$ cat src/rtl/ccs_pkg.sv
package ccs_pkg;

  localparam int unsigned FifoDepthDefault = 4;

  localparam logic [7:0] ChSlash = 8'h2F;
  localparam logic [7:0] ChStar  = 8'h2A;
  localparam logic [7:0] ChLf    = 8'h0A;
  localparam logic [7:0] ChTab   = 8'h09;
  localparam logic [7:0] ChVt    = 8'h0B;
  localparam logic [7:0] ChCr    = 8'h0D;

  typedef enum logic [4:0] {
    MODE_NORMAL     = 5'b00001,
    MODE_SLASH      = 5'b00010,
    MODE_LINE       = 5'b00100,
    MODE_BLOCK      = 5'b01000,
    MODE_BLOCK_STAR = 5'b10000
  } scan_mode_e;

  // One accepted item, reduced to the results it causes, in order:
  // held slash, the byte itself, end marker.
  typedef struct packed {
    logic       emit_slash;
    logic       emit_byte;
    logic       emit_end;
    logic       err;
    logic [7:0] data;
  } ccs_cmd_t;

endpackage

$ cat src/rtl/ccs_front.sv
module ccs_front (
  input  logic              clk_i,
  input  logic              rst_ni,
  input  logic              in_valid_i,
  output logic              in_ready_o,
  input  logic [7:0]        in_byte_i,
  input  logic              is_last_i,
  output logic              push_o,
  output ccs_pkg::ccs_cmd_t cmd_o,
  input  logic              full_i
);
  import ccs_pkg::*;

  scan_mode_e mode_q, mode_d;
  ccs_cmd_t   cmd;
  logic       accept;

  assign in_ready_o = !full_i;
  assign accept     = in_valid_i && in_ready_o;

  always_comb begin
    mode_d   = mode_q;
    cmd      = '0;
    cmd.data = in_byte_i;
    case (mode_q)
      MODE_SLASH: begin
        if (in_byte_i == ChSlash) begin
          mode_d = MODE_LINE;
        end else if (in_byte_i == ChStar) begin
          mode_d = MODE_BLOCK;
        end else begin
          cmd.emit_slash = 1'b1;
          mode_d         = MODE_NORMAL;
          cmd.emit_byte  = !(in_byte_i inside {ChLf, ChTab, ChVt, ChCr});
        end
      end
      MODE_LINE: begin
        if (in_byte_i == ChLf) begin
          mode_d = MODE_NORMAL;
        end
      end
      MODE_BLOCK: begin
        if (in_byte_i == ChStar) begin
          mode_d = MODE_BLOCK_STAR;
        end
      end
      MODE_BLOCK_STAR: begin
        if (in_byte_i == ChSlash) begin
          mode_d = MODE_NORMAL;
        end else if (in_byte_i != ChStar) begin
          mode_d = MODE_BLOCK;
        end
      end
      default: begin
        if (in_byte_i == ChSlash) begin
          mode_d = MODE_SLASH;
        end else begin
          mode_d        = MODE_NORMAL;
          cmd.emit_byte = !(in_byte_i inside {ChLf, ChTab, ChVt, ChCr});
        end
      end
    endcase
    if (is_last_i) begin
      if (mode_d == MODE_SLASH) begin
        cmd.emit_slash = 1'b1;
      end
      cmd.err      = (mode_d == MODE_BLOCK) || (mode_d == MODE_BLOCK_STAR);
      cmd.emit_end = 1'b1;
      mode_d       = MODE_NORMAL;
    end
  end

  assign cmd_o  = cmd;
  assign push_o = accept && (cmd.emit_slash || cmd.emit_byte || cmd.emit_end);

  always_ff @(posedge clk_i or negedge rst_ni) begin
    if (!rst_ni) begin
      mode_q <= MODE_NORMAL;
    end else if (accept) begin
      mode_q <= mode_d;
    end
  end

endmodule

$ cat src/rtl/ccs_fifo.sv
module ccs_fifo #(
  parameter int unsigned Depth = ccs_pkg::FifoDepthDefault
) (
  input  logic              clk_i,
  input  logic              rst_ni,
  input  logic              push_i,
  input  ccs_pkg::ccs_cmd_t wdata_i,
  output logic              full_o,
  input  logic              pop_i,
  output logic              empty_o,
  output ccs_pkg::ccs_cmd_t rdata_o
);
  import ccs_pkg::*;

  localparam int unsigned PtrW = (Depth > 1) ? $clog2(Depth) : 1;
  localparam int unsigned CntW = $clog2(Depth + 1);
  localparam logic [PtrW-1:0] PtrLast = PtrW'(Depth - 1);
  localparam logic [CntW-1:0] CntFull = CntW'(Depth);

  ccs_cmd_t        mem_q [Depth];
  logic [PtrW-1:0] wr_ptr_q, rd_ptr_q;
  logic [CntW-1:0] cnt_q;
  logic            do_push, do_pop;

  assign full_o  = (cnt_q == CntFull);
  assign empty_o = (cnt_q == '0);
  assign do_push = push_i && !full_o;
  assign do_pop  = pop_i && !empty_o;
  assign rdata_o = mem_q[rd_ptr_q];

  always_ff @(posedge clk_i) begin
    if (do_push) begin
      mem_q[wr_ptr_q] <= wdata_i;
    end
  end

  always_ff @(posedge clk_i or negedge rst_ni) begin
    if (!rst_ni) begin
      wr_ptr_q <= '0;
      rd_ptr_q <= '0;
      cnt_q    <= '0;
    end else begin
      if (do_push) begin
        wr_ptr_q <= (wr_ptr_q == PtrLast) ? '0 : wr_ptr_q + 1'b1;
      end
      if (do_pop) begin
        rd_ptr_q <= (rd_ptr_q == PtrLast) ? '0 : rd_ptr_q + 1'b1;
      end
      if (do_push && !do_pop) begin
        cnt_q <= cnt_q + 1'b1;
      end else if (do_pop && !do_push) begin
        cnt_q <= cnt_q - 1'b1;
      end
    end
  end

endmodule

$ cat src/rtl/ccs_back.sv
module ccs_back (
  input  logic              clk_i,
  input  logic              rst_ni,
  input  logic              empty_i,
  input  ccs_pkg::ccs_cmd_t head_i,
  output logic              pop_o,
  output logic              out_valid_o,
  input  logic              out_ready_i,
  output logic [7:0]        out_byte_o,
  output logic              byte_valid_o,
  output logic              end_of_text_o,
  output logic              open_comment_error_o
);
  import ccs_pkg::*;

  ccs_cmd_t   cur_q, cur_d, src, rest;
  logic       cur_busy;
  logic       have_src, load;
  logic       out_valid_q, out_valid_d;
  logic [7:0] out_byte_q, out_byte_d;
  logic       byte_valid_q, byte_valid_d;
  logic       end_q, end_d;
  logic       err_q, err_d;

  assign cur_busy = cur_q.emit_slash || cur_q.emit_byte || cur_q.emit_end;
  assign src      = cur_busy ? cur_q : head_i;
  assign have_src = cur_busy || !empty_i;
  assign load     = !out_valid_q || out_ready_i;
  assign pop_o    = load && !cur_busy && !empty_i;

  always_comb begin
    rest         = src;
    out_byte_d   = '0;
    byte_valid_d = 1'b0;
    end_d        = 1'b0;
    err_d        = 1'b0;
    if (src.emit_slash) begin
      out_byte_d      = ChSlash;
      byte_valid_d    = 1'b1;
      rest.emit_slash = 1'b0;
    end else if (src.emit_byte) begin
      out_byte_d     = src.data;
      byte_valid_d   = 1'b1;
      rest.emit_byte = 1'b0;
    end else begin
      end_d         = 1'b1;
      err_d         = src.err;
      rest.emit_end = 1'b0;
    end
    cur_d       = cur_q;
    out_valid_d = out_valid_q;
    if (load) begin
      out_valid_d = have_src;
      if (have_src) begin
        cur_d = rest;
      end
    end
  end

  always_ff @(posedge clk_i or negedge rst_ni) begin
    if (!rst_ni) begin
      out_valid_q <= 1'b0;
      cur_q       <= '0;
    end else begin
      out_valid_q <= out_valid_d;
      cur_q       <= cur_d;
    end
  end

  always_ff @(posedge clk_i) begin
    if (load && have_src) begin
      out_byte_q   <= out_byte_d;
      byte_valid_q <= byte_valid_d;
      end_q        <= end_d;
      err_q        <= err_d;
    end
  end

  assign out_valid_o          = out_valid_q;
  assign out_byte_o           = out_byte_q;
  assign byte_valid_o         = byte_valid_q;
  assign end_of_text_o        = end_q;
  assign open_comment_error_o = err_q;

endmodule

$ cat src/rtl/comment_and_control_stripper.sv
// Path: an accepted item is written into the command queue, and its first result is then
// loaded into the output register; each further result of that item follows in turn.
// Throughput: one item per cycle while each item causes at most one result and the sink
// keeps up; an item causing two or three results holds the single output register until
// each result is taken, and a small command queue absorbs the difference until it fills.
// Reset: asynchronous, active low; scanning restarts in normal text with an empty queue.
module comment_and_control_stripper #(
  parameter int unsigned FifoDepth = ccs_pkg::FifoDepthDefault
) (
  input  logic       clk_i,
  input  logic       rst_ni,
  input  logic       in_valid_i,
  output logic       in_ready_o,
  input  logic [7:0] in_byte_i,
  input  logic       is_last_i,
  output logic       out_valid_o,
  input  logic       out_ready_i,
  output logic [7:0] out_byte_o,
  output logic       byte_valid_o,
  output logic       end_of_text_o,
  output logic       open_comment_error_o
);
  import ccs_pkg::*;

  ccs_cmd_t push_cmd, head_cmd;
  logic     push, full, pop, empty;

  ccs_front u_front (
    .clk_i      (clk_i),
    .rst_ni     (rst_ni),
    .in_valid_i (in_valid_i),
    .in_ready_o (in_ready_o),
    .in_byte_i  (in_byte_i),
    .is_last_i  (is_last_i),
    .push_o     (push),
    .cmd_o      (push_cmd),
    .full_i     (full)
  );

  ccs_fifo #(
    .Depth (FifoDepth)
  ) u_fifo (
    .clk_i   (clk_i),
    .rst_ni  (rst_ni),
    .push_i  (push),
    .wdata_i (push_cmd),
    .full_o  (full),
    .pop_i   (pop),
    .empty_o (empty),
    .rdata_o (head_cmd)
  );

  ccs_back u_back (
    .clk_i                (clk_i),
    .rst_ni               (rst_ni),
    .empty_i              (empty),
    .head_i               (head_cmd),
    .pop_o                (pop),
    .out_valid_o          (out_valid_o),
    .out_ready_i          (out_ready_i),
    .out_byte_o           (out_byte_o),
    .byte_valid_o         (byte_valid_o),
    .end_of_text_o        (end_of_text_o),
    .open_comment_error_o (open_comment_error_o)
  );

endmodule

$ cat config.mk
export PLATFORM = sky130hd
export DESIGN_NAME = comment_and_control_stripper
export DESIGN_NICKNAME = d
export VERILOG_FILES = /design/src/rtl/ccs_pkg.sv /design/src/rtl/ccs_front.sv /design/src/rtl/ccs_fifo.sv /design/src/rtl/ccs_back.sv /design/src/rtl/comment_and_control_stripper.sv
export SDC_FILE = /design/constraint.sdc
export NUM_CORES = 1
export LEC_CHECK = 0
export BUFFER_PORTS_ARGS = -buffer_cell sky130_fd_sc_hd__buf_2
export CAP_MARGIN = 20
export CORE_ASPECT_RATIO = 0.5
export CORE_MARGIN = 2
export CORE_UTILIZATION = 55
export DETAILED_ROUTE_END_ITERATION = 8
export PLACE_DENSITY_LB_ADDON = 0.15
export SLEW_MARGIN = 0
export SYNTH_ARGS = -nofsm -noshare
export SYNTH_HDL_FRONTEND = slang
export SYNTH_SLANG_ARGS = --single-unit
$ cat constraint.sdc
create_clock -name clk_i -period 6 [get_ports clk_i]
set_input_delay 0.6 -clock clk_i [delete_from_list [all_inputs] [get_ports clk_i]]
set_output_delay 0.6 -clock clk_i [all_outputs]
set_load 0.01 [all_outputs]
==> results of run 1 <==
-- logic make-up (layout without fill, tap and decap cells) --
| family | after synthesis | count (layout) |
|---|---|---|
| DFF | 83 | 83 |
| and+or+nand+nor | 68 | 68 |
| AOI/OAI and AO/OA | 42 | 42 |
| muxes | 26 | 26 |
| buffers and inverters | 15 | 51 |
| adders and majority gates | 7 | 7 |
| xor gates and xnor gates | 4 | 4 |
-- through the flow --
| stage | cell area [µm²] | worst slack, ns | util | cells |
|---|---|---|---|---|
| final | 4190 | 3.209 | 0.6379 | 373 |
| after global routing | 4190 | 3.075 | 0.6379 | 373 |
| after CTS | 4183 | 3.221 | 0.6368 | 372 |
| after detailed placement | 3914 | 2.866 | 0.5958 | 356 |
| after global placement | 3899 | 2.952 | 0.5935 | 355 |
| after floorplan | 3685 | 3.188 | - | 245 |
-- registers in the layout, summed over array words and instances, names as in the netlist --
register / cells
u_fifo.mem_q: 48
u_back.cur_q: 11
u_back.out_byte_o: 8
u_front.mode_q: 5
u_fifo.cnt_q: 3
u_fifo.rd_ptr_q: 2
u_fifo.wr_ptr_q: 2
u_back.byte_valid_o: 1
u_back.end_of_text_o: 1
u_back.open_comment_error_o: 1
u_back.out_valid_o: 1
-- final cells by class --
class	count	area [µm²]	share of cell area
clock buffers	10	229.0	0.05464
clock inverters	6	40.04	0.009555
inverters	8	30.03	0.007166
multi-input cells	147	1255	0.2995
flip-flops and latches	83	2374	0.5664
well taps	92	115.1	0.02747
repair buffers	27	147.6	0.03523
-- worst max-delay path, stage by stage --
cell	delay, ns
buf_2	0.14
and2_0	0.29
and3_4	0.23
or3_1	0.39
o22ai_4	0.23
ha_1	0.23
inv_1	0.07
fa_1	0.43
xor2_1	0.17
nor2_1	0.12
xor2_1	0.16
-- how the worst max path moves through the flow --
stage,startpoint,end,slack [ns],cells after the start
global route,u_front.mode_q[4],u_fifo.cnt_q[2],3.08,10
global placement,in_byte_i[3],u_fifo.cnt_q[2],2.95,11
CTS,in_byte_i[3],u_fifo.cnt_q[2],3.22,11
finish,in_byte_i[3],u_fifo.cnt_q[2],3.21,11
floorplan,in_byte_i[3],u_fifo.cnt_q[2],3.19,11
detailed placement,in_byte_i[3],u_fifo.cnt_q[2],2.87,11
-- synthesized netlist by cell type, types with 2 or more instances --
cell type	instances
buf_1	2
a21oi_1	19
nand3_1	3
o21ai_0	6
mux2i_1	9
and2_2	4
xor2_1	3
nor4b_2	2
and2_1	2
clkbuf_1	2
mux2_2	3
mux2_4	2
nor2_1	24
buf_2	2
o22ai_1	3
a22o_1	2
mux4_2	12
nor2b_1	5
nand2_1	8
a221oi_1	2
ha_1	6
nor3_1	4
nand3b_1	4
dfrtp_1	23
edfxtp_1	59
inv_1	8
-- power by group --
part	switching, mW	total [mW]	leakage (nW)	internal, mW
Combinational	0.344	0.646	0.582	0.302
Clock	0.214	0.494	0.134	0.280
Sequential	0.111	0.945	0.820	0.834
-- routing by layer --
metal | track usage | part of all wire | vias up
met3 | 0.06934 | 0.049 | 5
met1 | 0.2467 | 0.48 | 1032
met5 | 0 | 0 | -
met2 | 0.3037 | 0.46 | 47
li1 | - | - | 1002
met4 | 0.07059 | 0.0075 | 0
==> impl_metrics.prom, run 1 <==
# TYPE chip_impl_metric gauge
chip_impl_metric{name="synthAdderAreaFrac",unit=""} 0.02581
chip_impl_metric{name="cts_max_level",unit=""} 3
chip_impl_metric{name="gr-usage-all-layers",unit=""} 0.1898
chip_impl_metric{name="port_buffers",unit=""} 25
chip_impl_metric{name="finish.net_count",unit=""} 296
chip_impl_metric{name="max_slew.worst_pin.slew",unit="ns"} 0.8380
chip_impl_info{name="area_leader_netlist",value="edfxtp_1"} 1
chip_impl_metric{name="synth_simple_gate_area_frac",unit=""} 0.1097
chip_impl_metric{name="finalClockSkew",unit="ns"} 0.007201
chip_impl_metric{name="synthXorXnorAreaFrac",unit=""} 0.009508
chip_impl_metric{name="final_critical_delay_including_setup_and_external_delays",unit="ns"} 2.791
chip_impl_metric{name="wire_length_of_the_first_global_routing_pass",unit="µm"} 10050
chip_impl_info{name="setup.worst_path.start_class",value="input pin"} 1
chip_impl_info{name="layout_common_cells",value="59 x edfxtp_1, 25 x buf_2, 24 x nor2_1"} 1
chip_impl_metric{name="post_route_cells_drive_above_1_share",unit=""} 0.2633
chip_impl_metric{name="leakage",unit="nW"} 1.537
chip_impl_metric{name="total_i_o_pin_count",unit=""} 26
chip_impl_metric{name="synth-compound-area-share",unit=""} 0.07946
chip_impl_metric{name="critical_path.max_fanout",unit=""} 7
chip_impl_metric{name="grt_max_degree",unit=""} 25
chip_impl_metric{name="routed-via-count",unit=""} 2086
chip_impl_metric{name="synth_top_area_share",unit=""} 0.4808
chip_impl_metric{name="ys_ff_latch",unit=""} 83
chip_impl_info{name="worst_hold_path_type",value="in2async"} 1
chip_impl_metric{name="report.final.hold_viol_count",unit=""} 0
chip_impl_metric{name="timing.reg2reg.setup_slack",unit="ns"} 3.23
chip_impl_metric{name="finalHoldWorstSlack",unit="ns"} 0.2591
chip_impl_metric{name="post_route_setup_tns",unit="ns"} 0
chip_impl_metric{name="insertedDiodeCount",unit=""} 0
chip_impl_metric{name="syn_avg_cell_area",unit="µm²"} 15.04
chip_impl_metric{name="cts_buffer_depth",unit=""} 2
chip_impl_metric{name="synthesis.instances",unit=""} 245
chip_impl_metric{name="synth-edff-count",unit=""} 59
chip_impl_metric{name="floorplan.initialDensity",unit=""} 0.5610
chip_impl_metric{name="pwr_dens",unit="mW/mm²"} 497.7
chip_impl_metric{name="synth-async-reset-ratio",unit=""} 0.2892
chip_impl_metric{name="final_min_period_over_clock_period",unit=""} 0.4652
chip_impl_metric{name="clk_latency",unit="ns"} 0.33
chip_impl_metric{name="num_rows",unit=""} 21
chip_impl_info{name="crit-reg2reg-capture",value="u_fifo.cnt_q[2]"} 1
chip_impl_metric{name="core_region_area",unit="mm²"} 0.006569
chip_impl_info{name="worstSetupEndpointType",value="flop"} 1
chip_impl_metric{name="setup_viol",unit=""} 0
chip_impl_info{name="synth_ff_type",value="edfxtp_1"} 1
chip_impl_metric{name="dr.first_iter.drc_count",unit=""} 151
chip_impl_metric{name="clk_pin_slew_worst_paths",unit="ns"} 0.06
chip_impl_metric{name="yosys-mux-area-fraction",unit=""} 0.1151
chip_impl_info{name="mostFrequentLayoutCell",value="edfxtp_1"} 1
chip_impl_metric{name="finalPower",unit="mW"} 2.085
chip_impl_metric{name="required_time_of_the_critical_path",unit="ns"} 6.26
chip_impl_metric{name="yosysUniqueCellTypes",unit=""} 52
chip_impl_metric{name="grt_pass1_vias",unit=""} 1974
chip_impl_info{name="clock_tree_from_tritoncts",value="built"} 1
chip_impl_metric{name="maxCapViolations",unit=""} 0
chip_impl_metric{name="fmaxAchievable",unit="MHz"} 358.3
chip_impl_metric{name="cts_resized",unit=""} 0
chip_impl_metric{name="grt_antenna_before_repair",unit=""} 0
chip_impl_info{name="result_of_the_run",value="finished, final reports clean"} 1
chip_impl_info{name="critical_path_class",value="in2reg"} 1
chip_impl_info{name="synth_top_family_by_area",value="multiplexers"} 1
chip_impl_metric{name="postCtsSetupRepairBufs",unit=""} 0
chip_impl_metric{name="post_drt_wl_per_cell",unit="µm"} 17.10
chip_impl_metric{name="area_delta_synth_final",unit="%"} 13.72
chip_impl_metric{name="vdd_ir_drop_max",unit="V"} 0.0001766
chip_impl_metric{name="antenna_left",unit=""} 0
chip_impl_metric{name="place.gp.congestion",unit=""} 0.8388
chip_impl_metric{name="synth.net_count",unit=""} 265
chip_impl_info{name="synth.top_cells.by_area",value="edfxtp_1 48%, dfrtp_1 16%, mux4_2 7.3%, a21oi_1 2.6%, mux2i_1 2.4%"} 1
chip_impl_metric{name="die_w",unit="µm"} 119.8
chip_impl_metric{name="timing.reg2reg.worst_path_depth",unit=""} 10
chip_impl_metric{name="total_die_area",unit="mm²"} 0.007410
chip_impl_metric{name="slew_headroom",unit=""} 0.4414
chip_impl_info{name="unrepaired_setup_endpoints_after_global_routing",value="false"} 1
chip_impl_metric{name="number_of_warnings_reported_in_the_yosys_synthesis_log",unit=""} 0
chip_impl_metric{name="overflow",unit=""} 0
chip_impl_metric{name="syn_area",unit="mm²"} 0.003685
chip_impl_metric{name="cts_made_buffers",unit=""} 9
chip_impl_metric{name="final-max-slew-violation-count",unit=""} 0
chip_impl_metric{name="fp.dieH",unit="µm"} 61.88
chip_impl_metric{name="postRouteWirelength",unit="µm"} 6380
chip_impl_metric{name="avgViaCountPerCell",unit=""} 5.592
chip_impl_metric{name="hpwlAfterDp",unit="µm"} 4407
chip_impl_metric{name="fillers",unit=""} 488
chip_impl_metric{name="cts-hold-fix-buffers",unit=""} 0
chip_impl_info{name="clock_tree.root_cell",value="clkbuf_16"} 1
chip_impl_info{name="launching_point_of_the_worst_reg2reg_path",value="u_front.mode_q[4]"} 1
chip_impl_metric{name="synth_sequential_area_ratio",unit=""} 0.6441
chip_impl_metric{name="drc",unit=""} 0
chip_impl_metric{name="cp.arrival",unit="ns"} 3.05
chip_impl_metric{name="first_pass_iters",unit=""} 4
chip_impl_metric{name="cts_sinks",unit=""} 83
Note: power is estimated with default switching activity, not from simulation.
==> inputs of run 2 (changes only) <==
--- a/config.mk
+++ b/config.mk
@@ -9,7 +9,7 @@
 export CAP_MARGIN = 20
 export CORE_ASPECT_RATIO = 0.5
 export CORE_MARGIN = 2
-export CORE_UTILIZATION = 55
+export CORE_UTILIZATION = 54
 export DETAILED_ROUTE_END_ITERATION = 8
 export PLACE_DENSITY_LB_ADDON = 0.15
 export SLEW_MARGIN = 0
==> constraint.sdc (replaced) <==
create_clock -name clk_i -period 2.3 [get_ports clk_i]
set_input_delay 0.23 -clock clk_i [delete_from_list [all_inputs] [get_ports clk_i]]
set_output_delay 0.23 -clock clk_i [all_outputs]
set_load 0.01 [all_outputs]
==> impl_metrics.prom, run 2 (same netlist as run 1, synthesis figures left out) <==
# TYPE chip_impl_metric gauge
chip_impl_metric{name="layout.core_utilization",unit=""} 0.6921
chip_impl_info{name="timing.critical_path.cells",value="nor4b_4, a221oi_2, buf_4, a211oi_4, o22ai_4, ha_4, inv_2, fa_2, mux2_2"} 1
chip_impl_metric{name="power_frac_clock",unit=""} 0.232
chip_impl_metric{name="grt_max_degree",unit=""} 25
chip_impl_metric{name="report.final.hold_viol_count",unit=""} 0
chip_impl_metric{name="place_inst",unit=""} 391
chip_impl_metric{name="area_delta_synth_final",unit="%"} 24.86
chip_impl_metric{name="multi_input_comb_area",unit="mm²"} 0.001326
chip_impl_metric{name="vdd_ir_drop_max",unit="V"} 0.0004762
chip_impl_metric{name="final_min_period_over_clock_period",unit=""} 1.019
chip_impl_info{name="worst_path_max_delay_cell",value="dfrtp_2"} 1
chip_impl_metric{name="max_slew.worst_pin.slew",unit="ns"} 0.6604
chip_impl_metric{name="hold_depth",unit=""} 1
chip_impl_metric{name="switching_share",unit=""} 0.3240
chip_impl_metric{name="avgViaCountPerCell",unit=""} 5.423
chip_impl_metric{name="gate_power_share",unit=""} 0.343
chip_impl_metric{name="maxCapViolations",unit=""} 0
chip_impl_metric{name="place.gp.congestion",unit=""} 0.8693
chip_impl_info{name="critical_path_class",value="reg2reg"} 1
chip_impl_metric{name="required_time_of_the_critical_path",unit="ns"} 2.53
chip_impl_metric{name="final_critical_delay_including_setup_and_external_delays",unit="ns"} 2.344
chip_impl_metric{name="layout.cells.non_filler",unit=""} 416
chip_impl_info{name="launching_point_of_the_worst_reg2reg_path",value="u_front.mode_q[1]"} 1
chip_impl_info{name="worst_hold_path_type",value="in2reg"} 1
chip_impl_metric{name="grt_pass1_vias",unit=""} 2324
chip_impl_metric{name="dr.first_iter.drc_count",unit=""} 121
chip_impl_metric{name="cts_sinks",unit=""} 83
chip_impl_metric{name="total_i_o_pin_count",unit=""} 26
chip_impl_info{name="mostFrequentLayoutCell",value="edfxtp_1"} 1
chip_impl_metric{name="worst_setup_slack_final",unit="ns"} -0.04368
chip_impl_metric{name="overflow",unit=""} 0
chip_impl_metric{name="seqCellArea",unit="mm²"} 0.002379
chip_impl_metric{name="pwr_dens",unit="mW/mm²"} 1250
chip_impl_metric{name="routed-via-count",unit=""} 2256
chip_impl_metric{name="cts_made_buffers",unit=""} 9
chip_impl_info{name="unrepaired_setup_endpoints_after_global_routing",value="true"} 1
chip_impl_info{name="setup.worst_path.start_class",value="flop"} 1
chip_impl_info{name="hold_start",value="in_byte_i[7]"} 1
chip_impl_info{name="highest-signal-layer",value="met4"} 1
chip_impl_metric{name="final-max-slew-violation-count",unit=""} 0
chip_impl_metric{name="clk_pin_slew_worst_paths",unit="ns"} 0.06
chip_impl_metric{name="cts_buffer_depth",unit=""} 2
chip_impl_metric{name="critical_path.max_fanout",unit=""} 4
chip_impl_metric{name="post_route_setup_tns",unit="ns"} -0.04368
chip_impl_info{name="startpoint",value="u_front.mode_q[1]"} 1
chip_impl_info{name="clock_tree.root_cell",value="clkbuf_16"} 1
chip_impl_metric{name="fp.dieH",unit="µm"} 62.41
chip_impl_metric{name="post_drt_wl_per_cell",unit="µm"} 17.25
chip_impl_metric{name="floorplan.initialDensity",unit=""} 0.5543
chip_impl_info{name="worstSetupEndpointType",value="flop"} 1
chip_impl_metric{name="cpPeakStageDelay",unit="ns"} 0.46
chip_impl_metric{name="timing.reg2reg.worst_path_depth",unit=""} 9
chip_impl_metric{name="antenna_left",unit=""} 0
chip_impl_metric{name="fmaxAchievable",unit="MHz"} 426.7
chip_impl_metric{name="insertedDiodeCount",unit=""} 0
chip_impl_info{name="worst_hold_path.endpoint",value="u_fifo.mem_q[2][7]"} 1
chip_impl_info{name="layout_common_cells",value="59 x edfxtp_1, 43 x buf_4, 25 x buf_2"} 1
chip_impl_metric{name="wire_length_of_the_first_global_routing_pass",unit="µm"} 11760
chip_impl_metric{name="postRouteWirelength",unit="µm"} 7174
chip_impl_metric{name="finish.net_count",unit=""} 339
chip_impl_metric{name="routed-wl-met3",unit="µm"} 358
chip_impl_metric{name="total_die_area",unit="mm²"} 0.007540
chip_impl_metric{name="fillers",unit=""} 467
chip_impl_metric{name="num_rows",unit=""} 21
chip_impl_metric{name="finalClockSkew",unit="ns"} 0.01008
chip_impl_metric{name="setup_viol",unit=""} 1
chip_impl_info{name="result_of_the_run",value="finished with violations"} 1
chip_impl_metric{name="leakage",unit="nW"} 1.751
chip_impl_metric{name="grt_antenna_before_repair",unit=""} 0
chip_impl_metric{name="finalPower",unit="mW"} 5.752
chip_impl_metric{name="drc",unit=""} 0
chip_impl_metric{name="cellInternalPower",unit="mW"} 3.889
chip_impl_metric{name="pwr-share-seq",unit=""} 0.425
chip_impl_metric{name="post_route_cells_drive_above_1_share",unit=""} 0.4043
chip_impl_metric{name="largest_reg_flops",unit=""} 48
chip_impl_metric{name="core_region_area",unit="mm²"} 0.006648
chip_impl_info{name="critPathTopFamily",value="adder cells"} 1
chip_impl_metric{name="timing.reg2reg.setup_slack",unit="ns"} -0.04
chip_impl_metric{name="crit_buf_inv",unit=""} 2
chip_impl_metric{name="die_w",unit="µm"} 120.8
chip_impl_info{name="clock_tree_from_tritoncts",value="built"} 1
chip_impl_metric{name="port_buffers",unit=""} 25
chip_impl_metric{name="slew_headroom",unit=""} 0.5597
chip_impl_metric{name="gr-usage-all-layers",unit=""} 0.2138
chip_impl_info{name="regMostFlops",value="u_fifo.mem_q"} 1
chip_impl_metric{name="cp.arrival",unit="ns"} 2.57
chip_impl_metric{name="cts_max_level",unit=""} 3
chip_impl_info{name="violations",value="negative setup slack"} 1
chip_impl_metric{name="p_switching",unit="mW"} 1.864
chip_impl_metric{name="met2RoutedLength",unit="µm"} 3510
chip_impl_metric{name="met1Wirelength",unit="µm"} 3187
chip_impl_info{name="crit-reg2reg-capture",value="u_fifo.cnt_q[1]"} 1
chip_impl_metric{name="clk_latency",unit="ns"} 0.34
chip_impl_metric{name="hpwlAfterDp",unit="µm"} 5078
chip_impl_metric{name="first_pass_iters",unit=""} 4
[run 2: layout make-up]
type                            count  share of cell area
Tap cell                           92             0.02502
Clock inverter                      6             0.01061
Sequential cell                    83              0.5170
Inverter                            8            0.006527
Clock buffer                       10             0.04977
Timing Repair Buffer               70              0.1028
Multi-Input combinational cell    147              0.2883
[run 2: worst max path at each step]
stage                                  to  slack [ns]  depth (start not counted)
after global placement    u_fifo.cnt_q[1]       -0.12                         10
after floorplan           u_fifo.cnt_q[1]       -0.08                          8
final                     u_fifo.cnt_q[1]       -0.04                          9
after CTS                 u_fifo.cnt_q[1]       -0.03                          9
after global routing      u_fifo.cnt_q[1]       -0.16                          9
after detailed placement  u_fifo.cnt_q[1]       -0.17                         10
[run 2: metal layers]
metal	global-route usage	up-vias
li1	-	1087
met1	0.2661	1110
met2	0.3490	48
met3	0.07299	11
met4	0.08285	0
met5	0	-
[run 2: power by group through the flow]
stage	sequential, mW	combinational (mW)	clock (mW)
finish	2.44	1.97	1.34
global route	2.49	2.19	1.42
CTS	2.45	1.99	1.36
detailed placement	2.47	1.91	0
global placement	2.44	1.83	0
floorplan	2.42	1.29	0
[run 2: worst register-to-register path, stage by stage (launching register included)]
cell and delay, ns:
dfrtp_2 0.46, nor4b_4 0.33, a221oi_2 0.05, buf_4 0.16, a211oi_4 0.21, o22ai_4 0.12
ha_4 0.18, inv_2 0.06, fa_2 0.41, mux2_2 0.27
[run 2: through the flow]
stage / hold WS [ns] / worst slack, ns / area [µm²]
global placement: 0.2516 / -0.1177 / 4203
finish: 0.1594 / -0.04368 / 4601
floorplan: -0.06559 / -0.08334 / 3726
CTS: 0.1476 / -0.03216 / 4567
global route: 0.1553 / -0.1642 / 4601
detailed placement: 0.2636 / -0.1722 / 4218
[run 2: repair_timing]
action | CTS | global route
hold endpoints to repair | 23 | 0
pin swaps | 7 | 7
setup endpoints to repair | 2 | 2
resized for setup | 5 | 3
hold buffers | 1 | 0
buffers inserted | 5 | 3
==> inputs of run 3 (changes only) <==
--- a/config.mk
+++ b/config.mk
@@ -7,9 +7,11 @@
 export LEC_CHECK = 0
 export BUFFER_PORTS_ARGS = -buffer_cell sky130_fd_sc_hd__buf_2
 export CAP_MARGIN = 20
+export CELL_PAD_IN_SITES_DETAIL_PLACEMENT = 0
+export CELL_PAD_IN_SITES_GLOBAL_PLACEMENT = 1
 export CORE_ASPECT_RATIO = 0.5
 export CORE_MARGIN = 2
-export CORE_UTILIZATION = 54
+export CORE_UTILIZATION = 45
 export DETAILED_ROUTE_END_ITERATION = 8
 export PLACE_DENSITY_LB_ADDON = 0.15
 export SLEW_MARGIN = 0
==> impl_metrics.prom, run 3 (same netlist as run 1, synthesis figures left out) <==
# TYPE chip_impl_metric gauge
chip_impl_info{name="setup.worst_path.start_class",value="flop"} 1
chip_impl_metric{name="grt_max_degree",unit=""} 31
chip_impl_metric{name="total_i_o_pin_count",unit=""} 26
chip_impl_metric{name="final_min_period_over_clock_period",unit=""} 1.043
chip_impl_metric{name="floorplan.initialDensity",unit=""} 0.4623
chip_impl_metric{name="first_pass_iters",unit=""} 4
chip_impl_info{name="result_of_the_run",value="finished with violations"} 1
chip_impl_info{name="worst_hold_path_type",value="in2reg"} 1
chip_impl_metric{name="clk_pin_slew_worst_paths",unit="ns"} 0.06
chip_impl_metric{name="largest_reg_flops",unit=""} 48
chip_impl_metric{name="layout.core_utilization",unit=""} 0.5839
chip_impl_metric{name="layout.cells.non_filler",unit=""} 439
chip_impl_metric{name="grt_pass1_vias",unit=""} 2286
chip_impl_metric{name="num_rows",unit=""} 23
chip_impl_metric{name="vdd_ir_drop_max",unit="V"} 0.0005054
chip_impl_metric{name="maxCapViolations",unit=""} 0
chip_impl_metric{name="gr-usage-all-layers",unit=""} 0.1786
chip_impl_metric{name="area_delta_synth_final",unit="%"} 26.32
chip_impl_metric{name="post-route-cell-area",unit="mm²"} 0.004654
chip_impl_info{name="regMostFlops",value="u_fifo.mem_q"} 1
chip_impl_info{name="layout_common_cells",value="59 x edfxtp_1, 45 x buf_4, 25 x buf_2"} 1
chip_impl_metric{name="dr.first_iter.drc_count",unit=""} 141
chip_impl_metric{name="slew_headroom",unit=""} 0.5696
chip_impl_metric{name="worst_setup_slack_final",unit="ns"} -0.09817
chip_impl_metric{name="finish.net_count",unit=""} 342
chip_impl_metric{name="pwr_dens",unit="mW/mm²"} 1261
chip_impl_metric{name="post_route_cells_drive_above_1_share",unit=""} 0.4006
chip_impl_metric{name="port_buffers",unit=""} 25
chip_impl_metric{name="antenna_left",unit=""} 0
chip_impl_metric{name="core_region_area",unit="mm²"} 0.007971
chip_impl_metric{name="fillers",unit=""} 619
chip_impl_metric{name="hpwlAfterDp",unit="µm"} 5207
chip_impl_metric{name="cts_max_level",unit=""} 3
chip_impl_metric{name="post_route_setup_tns",unit="ns"} -0.1203
chip_impl_metric{name="post_drt_wl_per_cell",unit="µm"} 16.56
chip_impl_metric{name="leakage",unit="nW"} 1.774
chip_impl_info{name="unrepaired_setup_endpoints_after_global_routing",value="true"} 1
chip_impl_metric{name="wire_length_of_the_first_global_routing_pass",unit="µm"} 11790
chip_impl_metric{name="drc",unit=""} 0
chip_impl_metric{name="critical_path.max_fanout",unit=""} 2
chip_impl_metric{name="total_die_area",unit="mm²"} 0.008972
chip_impl_metric{name="cts_buffer_depth",unit=""} 2
chip_impl_metric{name="report.final.hold_viol_count",unit=""} 0
chip_impl_info{name="mostFrequentLayoutCell",value="edfxtp_1"} 1
chip_impl_metric{name="cts_sinks",unit=""} 83
chip_impl_info{name="clock_tree.root_cell",value="clkbuf_16"} 1
chip_impl_metric{name="die_w",unit="µm"} 132.0
chip_impl_metric{name="cts_made_buffers",unit=""} 9
chip_impl_metric{name="place_inst",unit=""} 413
chip_impl_info{name="clock_tree_from_tritoncts",value="built"} 1
chip_impl_metric{name="placed_cell_area",unit="mm²"} 0.004250
chip_impl_metric{name="final-max-slew-violation-count",unit=""} 0
chip_impl_metric{name="finalClockSkew",unit="ns"} 0.008781
chip_impl_metric{name="max_slew.worst_pin.slew",unit="ns"} 0.6398
chip_impl_metric{name="insertedDiodeCount",unit=""} 0
chip_impl_metric{name="required_time_of_the_critical_path",unit="ns"} 2.52
chip_impl_metric{name="fp.dieH",unit="µm"} 67.99
chip_impl_metric{name="place.gp.congestion",unit=""} 0.8364
chip_impl_metric{name="clk_latency",unit="ns"} 0.33
chip_impl_metric{name="setup_viol",unit=""} 2
chip_impl_info{name="violations",value="negative setup slack"} 1
chip_impl_metric{name="grt_antenna_before_repair",unit=""} 0
chip_impl_metric{name="final_critical_delay_including_setup_and_external_delays",unit="ns"} 2.398
chip_impl_metric{name="cp.arrival",unit="ns"} 2.62
chip_impl_metric{name="fmaxAchievable",unit="MHz"} 417.0
chip_impl_metric{name="routed-via-count",unit=""} 2266
chip_impl_info{name="critical_path_class",value="reg2reg"} 1
chip_impl_metric{name="postRouteWirelength",unit="µm"} 7271
chip_impl_metric{name="overflow",unit=""} 0
chip_impl_info{name="worstSetupEndpointType",value="flop"} 1
chip_impl_metric{name="avgViaCountPerCell",unit=""} 5.162
chip_impl_metric{name="finalPower",unit="mW"} 5.871
## run 3: stage by stage
step	hold WS (ns)	setup slack, ns
3_5_place_dp	0.2703	-0.1421
3_3_place_gp	0.2641	-0.08299
2_1_floorplan	-0.06559	-0.08334
4_1_cts	0.1669	-0.1210
6_report	0.1767	-0.09817
5_1_grt	0.1675	-0.1725
## run 3: worst max-delay path, stage by stage (launching register included)
cell	delay, ns
dfrtp_2	0.42
buf_4	0.14
nor4b_4	0.28
a221oi_2	0.05
buf_4	0.16
a211oi_4	0.21
o22ai_4	0.11
ha_4	0.18
inv_2	0.05
fa_2	0.42
mux2_2	0.26
## run 3: metal layers
layer	share of wire	track usage
met5	0	0
met4	0.014	0.05571
met3	0.034	0.05852
met2	0.46	0.2917
met1	0.49	0.2326
## run 3: path summary, 6_finish.rpt
| path | from | to | slack [ns] | cells after the start |
|---|---|---|---|---|
| worst max-delay path | u_front.mode_q[2] | u_fifo.cnt_q[1] | -0.1 | 10 |
| min in group asynchronous | rst_ni | u_front.mode_q[2] | 0.44 | 2 |
| max in group asynchronous | rst_ni | u_front.mode_q[3] | 1.42 | 2 |
| worst min register to register | u_fifo.cnt_q[2] | u_fifo.cnt_q[2] | 0.50 | 1 |
| worst min-delay path | in_byte_i[7] | u_fifo.mem_q[0][7] | 0.18 | 1 |
| worst max register to register | u_front.mode_q[2] | u_fifo.cnt_q[1] | -0.1 | 10 |
## run 3: power breakdown
part / internal [mW] / switching [mW]
Combinational: 0.995 / 1.07
Clock: 0.874 / 0.560
Sequential: 2.18 / 0.197
## run 3: layout make-up
type                       count  area (µm²)  share of cell area
clock inverter                 5       60.06             0.01290
multi-input combinational    147        1308              0.2809
timing repair buffer          73       495.5              0.1065
clock buffer                  11       242.7             0.05215
sequential                    83        2379              0.5110
tap                          112       140.1             0.03011
inverter                       8       30.03            0.006452
## run 3: repair_timing
item                                    in CTS  in global routing
buffers inserted                             7                  2
pin swaps                                   10                  4
gates resized for setup                      6                  0
hold buffers                                 1                  0
hold endpoints to repair                    23                  0
endpoints found under the setup margin       2                  2
